`src/sv/csor_pkg.sv`:
```
// ============================================================================
// csor_pkg
// Shared types, constants and window arithmetic for the counting sorter.
// ============================================================================
package csor_pkg;

    localparam int VAL_W     = 16;
    localparam int BINS      = 256;
    localparam int BIN_W     = $clog2(BINS);
    localparam int MAX_ITEMS = 64;
    localparam int CNT_W     = $clog2(MAX_ITEMS + 1);
    // Wide enough for range_low + BINS - 1 without wrapping
    localparam int EXT_W     = VAL_W + 2;
    localparam int QDEPTH    = 4;
    localparam int QPTR_W    = $clog2(QDEPTH);

    // Register select on paddr[2]
    localparam logic REG_RANGE_LOW  = 1'b0;
    localparam logic REG_RANGE_HIGH = 1'b1;

    localparam logic signed [VAL_W-1:0] RANGE_LOW_RST  = 16'sd0;
    localparam logic signed [VAL_W-1:0] RANGE_HIGH_RST = 16'sd255;

    // One classified item handed from the front to the back
    typedef struct packed {
        logic [BIN_W-1:0] bin;
        logic             counted;
        logic             last;
        logic             ovf;
        logic [CNT_W-1:0] total;
    } cmd_t;

    typedef enum logic [2:0] {
        BK_IDLE,
        BK_INC,
        BK_WALK_RD,
        BK_WALK_CHK,
        BK_EMIT
    } back_state_t;

    // Effective upper bound: min(range_high, lo + BINS - 1), never below lo
    function automatic logic signed [EXT_W-1:0] window_top(
        input logic signed [VAL_W-1:0] lo,
        input logic signed [VAL_W-1:0] hi
    );
        logic signed [EXT_W-1:0] lo_x;
        logic signed [EXT_W-1:0] cap_x;
        logic signed [EXT_W-1:0] top_x;
        lo_x  = EXT_W'(lo);
        cap_x = lo_x + EXT_W'(BINS - 1);
        top_x = EXT_W'(hi);
        if (top_x > cap_x)
        begin
            top_x = cap_x;
        end
        if (top_x < lo_x)
        begin
            top_x = lo_x;
        end
        return top_x;
    endfunction

endpackage

```
`src/sv/counting_sort_offset_range_top.sv`:
```
// Flow: the front classifies a value item combinationally and pushes it to the queue;
// the back reads its histogram bin, writes it back incremented, and pops the next
// item only after that write. Last item: the walk skips empty bins on their valid
// flags up to the highest occupied bin, reads each occupied bin, emits its values.
// Reset: histogram bins read as zero at once through per-bin valid flags (no clearing
// pass); range_low = 0, range_high = 255.
// ============================================================================
// counting_sort_offset_range_top
// Counting sort over a configurable value window with APB-style registers.
// ============================================================================
module counting_sort_offset_range_top (
    input  logic                              clk,
    input  logic                              rst_n,
    input  logic                              psel,
    input  logic                              penable,
    input  logic                              pwrite,
    input  logic [2:0]                        paddr,
    input  logic [31:0]                       pwdata,
    output logic [31:0]                       prdata,
    output logic                              pready,
    input  logic                              in_valid,
    output logic                              in_stall,
    input  logic signed [csor_pkg::VAL_W-1:0] in_value,
    input  logic                              in_last,
    output logic                              out_valid,
    input  logic                              out_stall,
    output logic signed [csor_pkg::VAL_W-1:0] out_value,
    output logic                              out_last,
    output logic                              overflowed
);
    import csor_pkg::*;

    logic signed [VAL_W-1:0] range_low_reg;
    logic signed [VAL_W-1:0] range_high_reg;
    logic                    cfg_wr;
    logic                    q_push;
    logic                    q_pop;
    logic                    q_full;
    logic                    q_empty;
    cmd_t                    q_in;
    cmd_t                    q_out;

    assign pready = 1'b1;
    assign cfg_wr = psel & penable & pwrite;

    // Register writes
    always_ff @(posedge clk or negedge rst_n)
    begin
        if (!rst_n)
        begin
            range_low_reg  <= RANGE_LOW_RST;
            range_high_reg <= RANGE_HIGH_RST;
        end
        else if (cfg_wr)
        begin
            case (paddr[2])
                REG_RANGE_LOW:  range_low_reg  <= pwdata[VAL_W-1:0];
                REG_RANGE_HIGH: range_high_reg <= pwdata[VAL_W-1:0];
                default:        range_low_reg  <= range_low_reg;
            endcase
        end
    end

    // Register reads
    always_comb
    begin
        prdata = '0;
        if (paddr[1:0] == 2'b00)
        begin
            case (paddr[2])
                REG_RANGE_LOW:  prdata = {16'h0000, range_low_reg};
                REG_RANGE_HIGH: prdata = {16'h0000, range_high_reg};
                default:        prdata = '0;
            endcase
        end
    end

    csor_front u_front (
        .clk        (clk),
        .rst_n      (rst_n),
        .in_valid   (in_valid),
        .in_value   (in_value),
        .in_last    (in_last),
        .in_stall   (in_stall),
        .range_low  (range_low_reg),
        .range_high (range_high_reg),
        .q_full     (q_full),
        .q_push     (q_push),
        .q_cmd      (q_in)
    );

    csor_queue u_queue (
        .clk       (clk),
        .rst_n     (rst_n),
        .push      (q_push),
        .push_data (q_in),
        .full      (q_full),
        .pop       (q_pop),
        .pop_data  (q_out),
        .empty     (q_empty)
    );

    csor_back u_back (
        .clk        (clk),
        .rst_n      (rst_n),
        .q_empty    (q_empty),
        .q_data     (q_out),
        .q_pop      (q_pop),
        .range_low  (range_low_reg),
        .range_high (range_high_reg),
        .out_valid  (out_valid),
        .out_stall  (out_stall),
        .out_value  (out_value),
        .out_last   (out_last),
        .overflowed (overflowed)
    );

`ifndef SYNTHESIS
    a_queue_no_overrun: assert property (@(posedge clk) disable iff (!rst_n)
        q_push |-> !q_full)
        else $error("command pushed into a full queue");

    a_queue_no_underrun: assert property (@(posedge clk) disable iff (!rst_n)
        q_pop |-> !q_empty)
        else $error("command popped from an empty queue");

    a_stall_means_full: assert property (@(posedge clk) disable iff (!rst_n)
        in_stall |-> q_full && !q_push)
        else $error("input stalled while the queue has room");
`endif

endmodule

```
`src/sv/csor_front.sv`:
```
// ============================================================================
// csor_front
// Accepts input items, clamps them into the window, picks the bin and keeps
// the per-set item count and overflow flag.
// ============================================================================
module csor_front (
    input  logic                                 clk,
    input  logic                                 rst_n,
    input  logic                                 in_valid,
    input  logic signed [csor_pkg::VAL_W-1:0]    in_value,
    input  logic                                 in_last,
    output logic                                 in_stall,
    input  logic signed [csor_pkg::VAL_W-1:0]    range_low,
    input  logic signed [csor_pkg::VAL_W-1:0]    range_high,
    input  logic                                 q_full,
    output logic                                 q_push,
    output csor_pkg::cmd_t                       q_cmd
);
    import csor_pkg::*;

    logic [CNT_W-1:0]        item_count_reg;
    logic [CNT_W-1:0]        item_count_next;
    logic                    ovf_reg;
    logic                    ovf_next;
    logic signed [EXT_W-1:0] lo_x;
    logic signed [EXT_W-1:0] top_x;
    logic signed [EXT_W-1:0] v_x;
    logic signed [EXT_W-1:0] diff_x;
    logic                    counting;

    // Clamp the value into the window and form the bin
    always_comb
    begin
        lo_x  = EXT_W'(range_low);
        top_x = window_top(range_low, range_high);
        v_x   = EXT_W'(in_value);
        if (v_x < lo_x)
        begin
            v_x = lo_x;
        end
        if (v_x > top_x)
        begin
            v_x = top_x;
        end
        diff_x = v_x - lo_x;
    end

    assign counting = item_count_reg < CNT_W'(MAX_ITEMS);

    // Build the command for the back
    always_comb
    begin
        q_cmd.bin     = diff_x[BIN_W-1:0];
        q_cmd.counted = counting;
        q_cmd.last    = in_last;
        q_cmd.ovf     = ovf_reg | ~counting;
        q_cmd.total   = counting ? (item_count_reg + CNT_W'(1)) : item_count_reg;
    end

    assign in_stall = q_full;
    assign q_push   = in_valid & ~q_full;

    // Advance the set counters, restart them after the last item
    always_comb
    begin
        item_count_next = item_count_reg;
        ovf_next        = ovf_reg;
        if (q_push)
        begin
            if (in_last)
            begin
                item_count_next = '0;
                ovf_next        = 1'b0;
            end
            else
            begin
                item_count_next = q_cmd.total;
                ovf_next        = q_cmd.ovf;
            end
        end
    end

    always_ff @(posedge clk or negedge rst_n)
    begin
        if (!rst_n)
        begin
            item_count_reg <= '0;
            ovf_reg        <= 1'b0;
        end
        else
        begin
            item_count_reg <= item_count_next;
            ovf_reg        <= ovf_next;
        end
    end

endmodule

```
`src/sv/csor_queue.sv`:
```
// ============================================================================
// csor_queue
// Short command FIFO that decouples the front from the back.
// ============================================================================
module csor_queue (
    input  logic           clk,
    input  logic           rst_n,
    input  logic           push,
    input  csor_pkg::cmd_t push_data,
    output logic           full,
    input  logic           pop,
    output csor_pkg::cmd_t pop_data,
    output logic           empty
);
    import csor_pkg::*;

    cmd_t              slot_reg [QDEPTH];
    logic [QPTR_W-1:0] wr_ptr_reg;
    logic [QPTR_W-1:0] rd_ptr_reg;
    logic [QPTR_W:0]   count_reg;
    logic [QPTR_W:0]   count_next;

    assign full     = count_reg == (QPTR_W + 1)'(QDEPTH);
    assign empty    = count_reg == '0;
    assign pop_data = slot_reg[rd_ptr_reg];

    // Track occupancy
    always_comb
    begin
        count_next = count_reg;
        if (push && !pop)
        begin
            count_next = count_reg + (QPTR_W + 1)'(1);
        end
        else if (pop && !push)
        begin
            count_next = count_reg - (QPTR_W + 1)'(1);
        end
    end

    always_ff @(posedge clk or negedge rst_n)
    begin
        if (!rst_n)
        begin
            wr_ptr_reg <= '0;
            rd_ptr_reg <= '0;
            count_reg  <= '0;
        end
        else
        begin
            if (push)
            begin
                wr_ptr_reg <= wr_ptr_reg + QPTR_W'(1);
            end
            if (pop)
            begin
                rd_ptr_reg <= rd_ptr_reg + QPTR_W'(1);
            end
            count_reg <= count_next;
        end
    end

    // Hold the payload
    always_ff @(posedge clk)
    begin
        if (push)
        begin
            slot_reg[wr_ptr_reg] <= push_data;
        end
    end

endmodule

```
`src/sv/csor_back.sv`:
```
// ============================================================================
// csor_back
// Updates the histogram memory and, on the last item of a set, walks the
// bins in ascending order and emits the sorted values.
// ============================================================================
module csor_back (
    input  logic                              clk,
    input  logic                              rst_n,
    input  logic                              q_empty,
    input  csor_pkg::cmd_t                    q_data,
    output logic                              q_pop,
    input  logic signed [csor_pkg::VAL_W-1:0] range_low,
    input  logic signed [csor_pkg::VAL_W-1:0] range_high,
    output logic                              out_valid,
    input  logic                              out_stall,
    output logic signed [csor_pkg::VAL_W-1:0] out_value,
    output logic                              out_last,
    output logic                              overflowed
);
    import csor_pkg::*;

    back_state_t             state_reg;
    back_state_t             state_next;
    cmd_t                    cmd_reg;
    cmd_t                    cmd_next;
    logic [BIN_W-1:0]        bin_idx_reg;
    logic [BIN_W-1:0]        bin_idx_next;
    logic [CNT_W-1:0]        bin_left_reg;
    logic [CNT_W-1:0]        bin_left_next;
    logic [CNT_W-1:0]        total_left_reg;
    logic [CNT_W-1:0]        total_left_next;
    logic [BINS-1:0]         valid_reg;
    logic [CNT_W-1:0]        mem [BINS];
    logic [CNT_W-1:0]        rdata_reg;
    logic                    rvalid_reg;
    logic [BIN_W-1:0]        raddr;
    logic                    mem_we;
    logic [CNT_W-1:0]        wdata;
    logic                    set_valid;
    logic                    clear_all;
    logic                    out_free;
    logic                    out_load;
    logic                    out_valid_reg;
    logic signed [VAL_W-1:0] out_value_reg;
    logic                    out_last_reg;
    logic                    overflowed_reg;
    logic signed [EXT_W-1:0] top_x;
    logic signed [EXT_W-1:0] val_x;
    logic                    emit_last;

    assign out_free  = ~out_valid_reg | ~out_stall;
    assign emit_last = total_left_reg == CNT_W'(1);

    // Value of the current bin, saturated to the effective upper bound
    always_comb
    begin
        top_x = window_top(range_low, range_high);
        val_x = EXT_W'(range_low) + signed'(EXT_W'(bin_idx_reg));
        if (val_x > top_x)
        begin
            val_x = top_x;
        end
    end

    // Sequencer: increment on load, walk and emit on the last item
    always_comb
    begin
        state_next      = state_reg;
        cmd_next        = cmd_reg;
        bin_idx_next    = bin_idx_reg;
        bin_left_next   = bin_left_reg;
        total_left_next = total_left_reg;
        q_pop           = 1'b0;
        raddr           = bin_idx_reg;
        mem_we          = 1'b0;
        wdata           = (rvalid_reg ? rdata_reg : '0) + CNT_W'(1);
        set_valid       = 1'b0;
        clear_all       = 1'b0;
        out_load        = 1'b0;
        case (state_reg)
            BK_IDLE:
            begin
                raddr = q_data.bin;
                if (!q_empty)
                begin
                    q_pop           = 1'b1;
                    cmd_next        = q_data;
                    total_left_next = q_data.total;
                    bin_idx_next    = '0;
                    if (q_data.counted)
                    begin
                        state_next = BK_INC;
                    end
                    else if (q_data.last)
                    begin
                        state_next = BK_WALK_RD;
                    end
                end
            end
            BK_INC:
            begin
                mem_we     = 1'b1;
                set_valid  = 1'b1;
                state_next = cmd_reg.last ? BK_WALK_RD : BK_IDLE;
            end
            BK_WALK_RD:
            begin
                // Skip empty bins on their valid flags, without waiting for a memory read
                if (valid_reg[bin_idx_reg])
                begin
                    state_next = BK_WALK_CHK;
                end
                else
                begin
                    bin_idx_next = bin_idx_reg + BIN_W'(1);
                end
            end
            BK_WALK_CHK:
            begin
                bin_left_next = rdata_reg;
                state_next    = BK_EMIT;
            end
            BK_EMIT:
            begin
                if (out_free)
                begin
                    out_load        = 1'b1;
                    total_left_next = total_left_reg - CNT_W'(1);
                    bin_left_next   = bin_left_reg - CNT_W'(1);
                    if (emit_last)
                    begin
                        clear_all  = 1'b1;
                        state_next = BK_IDLE;
                    end
                    else if (bin_left_reg == CNT_W'(1))
                    begin
                        bin_idx_next = bin_idx_reg + BIN_W'(1);
                        state_next   = BK_WALK_RD;
                    end
                end
            end
            default:
            begin
                state_next = BK_IDLE;
            end
        endcase
    end

    // Control registers
    always_ff @(posedge clk or negedge rst_n)
    begin
        if (!rst_n)
        begin
            state_reg     <= BK_IDLE;
            valid_reg     <= '0;
            out_valid_reg <= 1'b0;
        end
        else
        begin
            state_reg <= state_next;
            if (clear_all)
            begin
                valid_reg <= '0;
            end
            else if (set_valid)
            begin
                valid_reg[cmd_reg.bin] <= 1'b1;
            end
            if (out_load)
            begin
                out_valid_reg <= 1'b1;
            end
            else if (!out_stall)
            begin
                out_valid_reg <= 1'b0;
            end
        end
    end

    // Working registers
    always_ff @(posedge clk)
    begin
        cmd_reg        <= cmd_next;
        bin_idx_reg    <= bin_idx_next;
        bin_left_reg   <= bin_left_next;
        total_left_reg <= total_left_next;
        if (out_load)
        begin
            out_value_reg  <= val_x[VAL_W-1:0];
            out_last_reg   <= emit_last;
            overflowed_reg <= cmd_reg.ovf;
        end
    end

    // Histogram memory, registered read
    always_ff @(posedge clk)
    begin
        if (mem_we)
        begin
            mem[cmd_reg.bin] <= wdata;
        end
        rdata_reg  <= mem[raddr];
        rvalid_reg <= valid_reg[raddr];
    end

    assign out_valid  = out_valid_reg;
    assign out_value  = out_value_reg;
    assign out_last   = out_last_reg;
    assign overflowed = overflowed_reg;

endmodule
```
`config.mk`:
```
export PLATFORM = sky130hd
export DESIGN_NAME = counting_sort_offset_range_top
export DESIGN_NICKNAME = d
export VERILOG_FILES = /design/src/sv/csor_pkg.sv /design/src/sv/counting_sort_offset_range_top.sv /design/src/sv/csor_front.sv /design/src/sv/csor_queue.sv /design/src/sv/csor_back.sv
export SDC_FILE = /design/constraint.sdc
export NUM_CORES = 2
export LEC_CHECK = 0
export CAP_MARGIN = 0
export CORE_MARGIN = 1.5
export CORE_UTILIZATION = 40
export DETAILED_ROUTE_END_ITERATION = 10
export DONT_BUFFER_PORTS = 1
export SLEW_MARGIN = 30
export SYNTH_ARGS = -nofsm -noshare
export SYNTH_HDL_FRONTEND = slang
export SYNTH_SLANG_ARGS = --single-unit
```
`constraint.sdc`:
```
create_clock -name clk -period 29.3 [get_ports clk]
set_input_delay 1.465 -clock clk [delete_from_list [all_inputs] [get_ports clk]]
set_output_delay 1.465 -clock clk [all_outputs]
set_load 0.02 [all_outputs]
```
==> flow_metrics.py <==
metrics = {
    "synth": {
        "ys_top_cells_by_area": "edfxtp_1 (60%), dfrtp_1 (7.9%), mux2i_1 (6.3%)",
        "ys_seq_elements": 2229,
        "synth_edf_count": 1914,
        "ys_warn_count": 0,
        "avgSynthCellArea_sq_um": 13.1,
        "ys_async_sr_fraction": 0.138,
        "synth_ff_type": "edfxtp_1",
        "synth_most_common_cell": "edfxtp_1",
        "yosys-top-cells-count": "edfxtp_1 (1914), nand2_1 (1157), nor2_1 (814)",
        "synth.largest_area_cell": "edfxtp_1",
        "syn_area_sq_mm": 0.0950,
        "yosysSeqAreaShare": 0.687,
        "synth_top_area_share": 0.605,
        "syn_inst": 7279,
        "synth_cell_types": 76,
    },
    "global_route": {
        "grt_pass1_vias": 58700,
        "grtUsageTotal": 0.227,
        "grt_antenna_before_repair": 7,
        "grt_pass1_wl_um": 405000,
        "overflow": 0,
        "grt_max_degree": 308,
    },
    "sta": {
        "finalHoldViolCount": 0,
        "worst_slew_margin_rel": 0.241,
        "setup_tns_ps": 0,
        "finalCritPeriodShare": 0.348,
        "fmax_ghz": 0.0982,
        "max_slew.worst_pin.slew_ps": 1130,
        "min_period_ps": 10190,
        "setup_ws_ps": 19110,
        "rsz0062_at_grt": "false",
        "fin_worst_skew_ps": 69.0,
        "setup_viol_count_final": 0,
        "slew_violations": 0,
    },
    "final_layout": {
        "nFillCells": 21000,
        "multi_input_area_sq_mm": 0.0278,
        "drive_gt1_frac": 0.0923,
        "largest_register_ff_count": 1792,
        "final_net_count": 7362,
        "register_area_sq_mm": 0.0653,
        "final_core_util": 0.450,
        "area_growth_pct": 11.5,
    },
    "clock_network": {
        "htreeDepth": 4,
        "worstSkewPairLatency_ps": 890,
        "cts_tree": "built",
        "cts_resized": 0,
        "cts_inserted_buffers": 226,
        "cts_root_buf": "clkbuf_16",
        "cts_buffer_depth": 3,
        "clkTransAtPathRegs_ps": 60,
        "postCtsHoldBufs": 0,
        "clock_sinks": 2229,
        "cts_setup_buffers": 0,
    },
    "power_and_ir_drop": {
        "power.internal_uw": 7750,
        "power.switching_uw": 5900,
        "sw_frac_of_total": 0.432,
        "seqPwrFrac": 0.334,
        "leakagePower_uw": 0.0361,
        "p_comb_frac": 0.458,
        "pwr-share-clk": 0.209,
        "ir_drop_uv": 146,
        "power_density_mw_per_mm2": 129,
    },
    "outcome": {
        "status": "finished, final reports clean",
    },
    "placed_design": {
        "gp_congestion": 0.893,
        "io_buffers": 0,
        "dp_hpwl_um": 169000,
        "place_ws_ps": 18960,
    },
    "worst_setup_path": {
        "worstPathArrival_ps": 10860,
        "cp.required_ps": 29970,
        "cp_max_fo": 35,
        "setup.worst_path.end_class": "flop",
        "slowest_stage": "or3_2",
        "crit_path_start_kind": "flop",
        "critPathKind": "reg -> reg",
        "critPathMaxStageDelay_ps": 770,
    },
    "routing": {
        "via_per_inst": 5.80,
        "dr_total_vias": 61100,
        "drt_iter0_drc": 6579,
        "ant_nets": 0,
        "wl_um": 280000,
        "drt-pass1-iter-count": 8,
        "route.detailed.drc": 0,
        "wl_per_cell_um": 26.6,
    },
    "floorplanning": {
        "die_x_um": 490,
        "die_h_um": 490,
        "coreArea_sq_mm": 0.236,
        "io_pins": 112,
        "fp.dieArea_sq_mm": 0.241,
        "rows": 178,
        "initial_core_util": 0.403,
    },
    "flow_run": {
        "maxCapViolCount": 0,
    },
    "hold_path": {
        "hold_path.class": "in -> async",
    },
}
## through the flow
step / instance area [sq um] / instances / total power [uW] / hold WS (ps)
2_1_floorplan: 95100 / 7294 / 8600 / 400
3_3_place_gp: 98300 / 10100 / 10600 / 460
3_5_place_dp: 98400 / 10100 / 10800 / 458
4_1_cts: 106000 / 10500 / 13600 / 238
5_1_grt: 106000 / 10500 / 14200 / 265
6_report: 106000 / 10500 / 13700 / 298
## final timing paths
check | slack [ps] | to | cells past startpoint | startpoint
worst max-delay path | 19110 | u_queue.slot_reg[2][17]$_DFFE_PP_ | 36 | range_low_reg[0]$_DFFE_PN0P_
worst min-delay path | 300 | u_queue.count_reg[1]$_DFFE_PN0P_ | 0 | rst_n
worst max register to register | 19110 | u_queue.slot_reg[2][17]$_DFFE_PP_ | 36 | range_low_reg[0]$_DFFE_PN0P_
worst min register to register | 470 | u_back.overflowed$_DFFE_PP_ | 0 | u_back.cmd_reg[7]$_DFFE_PP_
max in group asynchronous | 28350 | u_back.valid_reg[180]$_DFFE_PN0P_ | 0 | rst_n
min in group clk | 470 | u_back.overflowed$_DFFE_PP_ | 0 | u_back.cmd_reg[7]$_DFFE_PP_
## worst max-delay path, delay by kind of cell (launching register included)
kind / cells / cell delay (ps)
AND/OR/NAND/NOR: 13 / 3830
AO/OA/AOI/OAI: 14 / 3080
adder cells (fa/ha/maj): 4 / 1320
flip-flops: 1 / 540
buffers and inverters: 2 / 500
XOR/XNOR: 2 / 380
multiplexers: 1 / 340
## metal layers
layer | up-vias | share of wire | track usage
met5 | - | 0.00066 | 0
met1 | 30900 | 0.41 | 0.308
met4 | 12 | 0.041 | 0.0914
met2 | 2736 | 0.46 | 0.353
li1 | 26900 | - | -
met3 | 557 | 0.089 | 0.0527
## logic make-up after synthesis
kind of cell	synth area share
simple gates	0.107
flops	0.687
compound gates	0.0753
mux	0.0839
buf+inv	0.0248
fa+ha+maj	0.0151
xor+xnor	0.00599
other cells	0.0000790
## cell usage in the layout, fill, tap and decap left out, drive strengths merged, types with 10 or more instances in the layout
cell type  Yosys  final
clkinvlp       0     10
nand4         20     20
and2          14     14
nor2         814    814
inv           61     65
dfrtp        299    299
nor2b         18     18
nand2       1160   1160
nor4         171    171
and3          11     11
clkinv         4    116
edfxtp      1914   1914
mux2          39     39
xor2          16     16
a31oi         11     11
nand2b        22     22
ha           110    110
mux2i        602    602
o21ai         69     69
conb           2     17
a21oi        575    575
mux4          67     67
clkbuf       270    288
xnor2         49     49
nor3         151    151
o22ai        273    273
bufinv         0     15
a2bb2oi       23     23
a21o          13     13
o221ai        17     17
buf          204    141
a2111oi      130    130
nand3         39     39
## layout make-up
| cell class | instances | share of cell area |
|---|---|---|
| Clock buffer | 287 | 0.0571 |
| Clock inverter | 141 | 0.0127 |
| Sequential cell | 2229 | 0.617 |
| Inverter | 65 | 0.00230 |
| Antenna cell | 5 | 0.000118 |
| Timing Repair Buffer | 142 | 0.0117 |
| Tap cell | 3150 | 0.0372 |
| Multi-Input combinational cell | 4526 | 0.262 |
## power groups by stage
stage	Combinational, uW	Sequential, uW	Clock, uW
global placement	6040	4590	0
floorplan	3920	4670	0
CTS	6160	4550	2890
global route	6630	4580	3010
detailed placement	6140	4610	0
finish	6250	4550	2850
(Power assumes the default switching activity.)
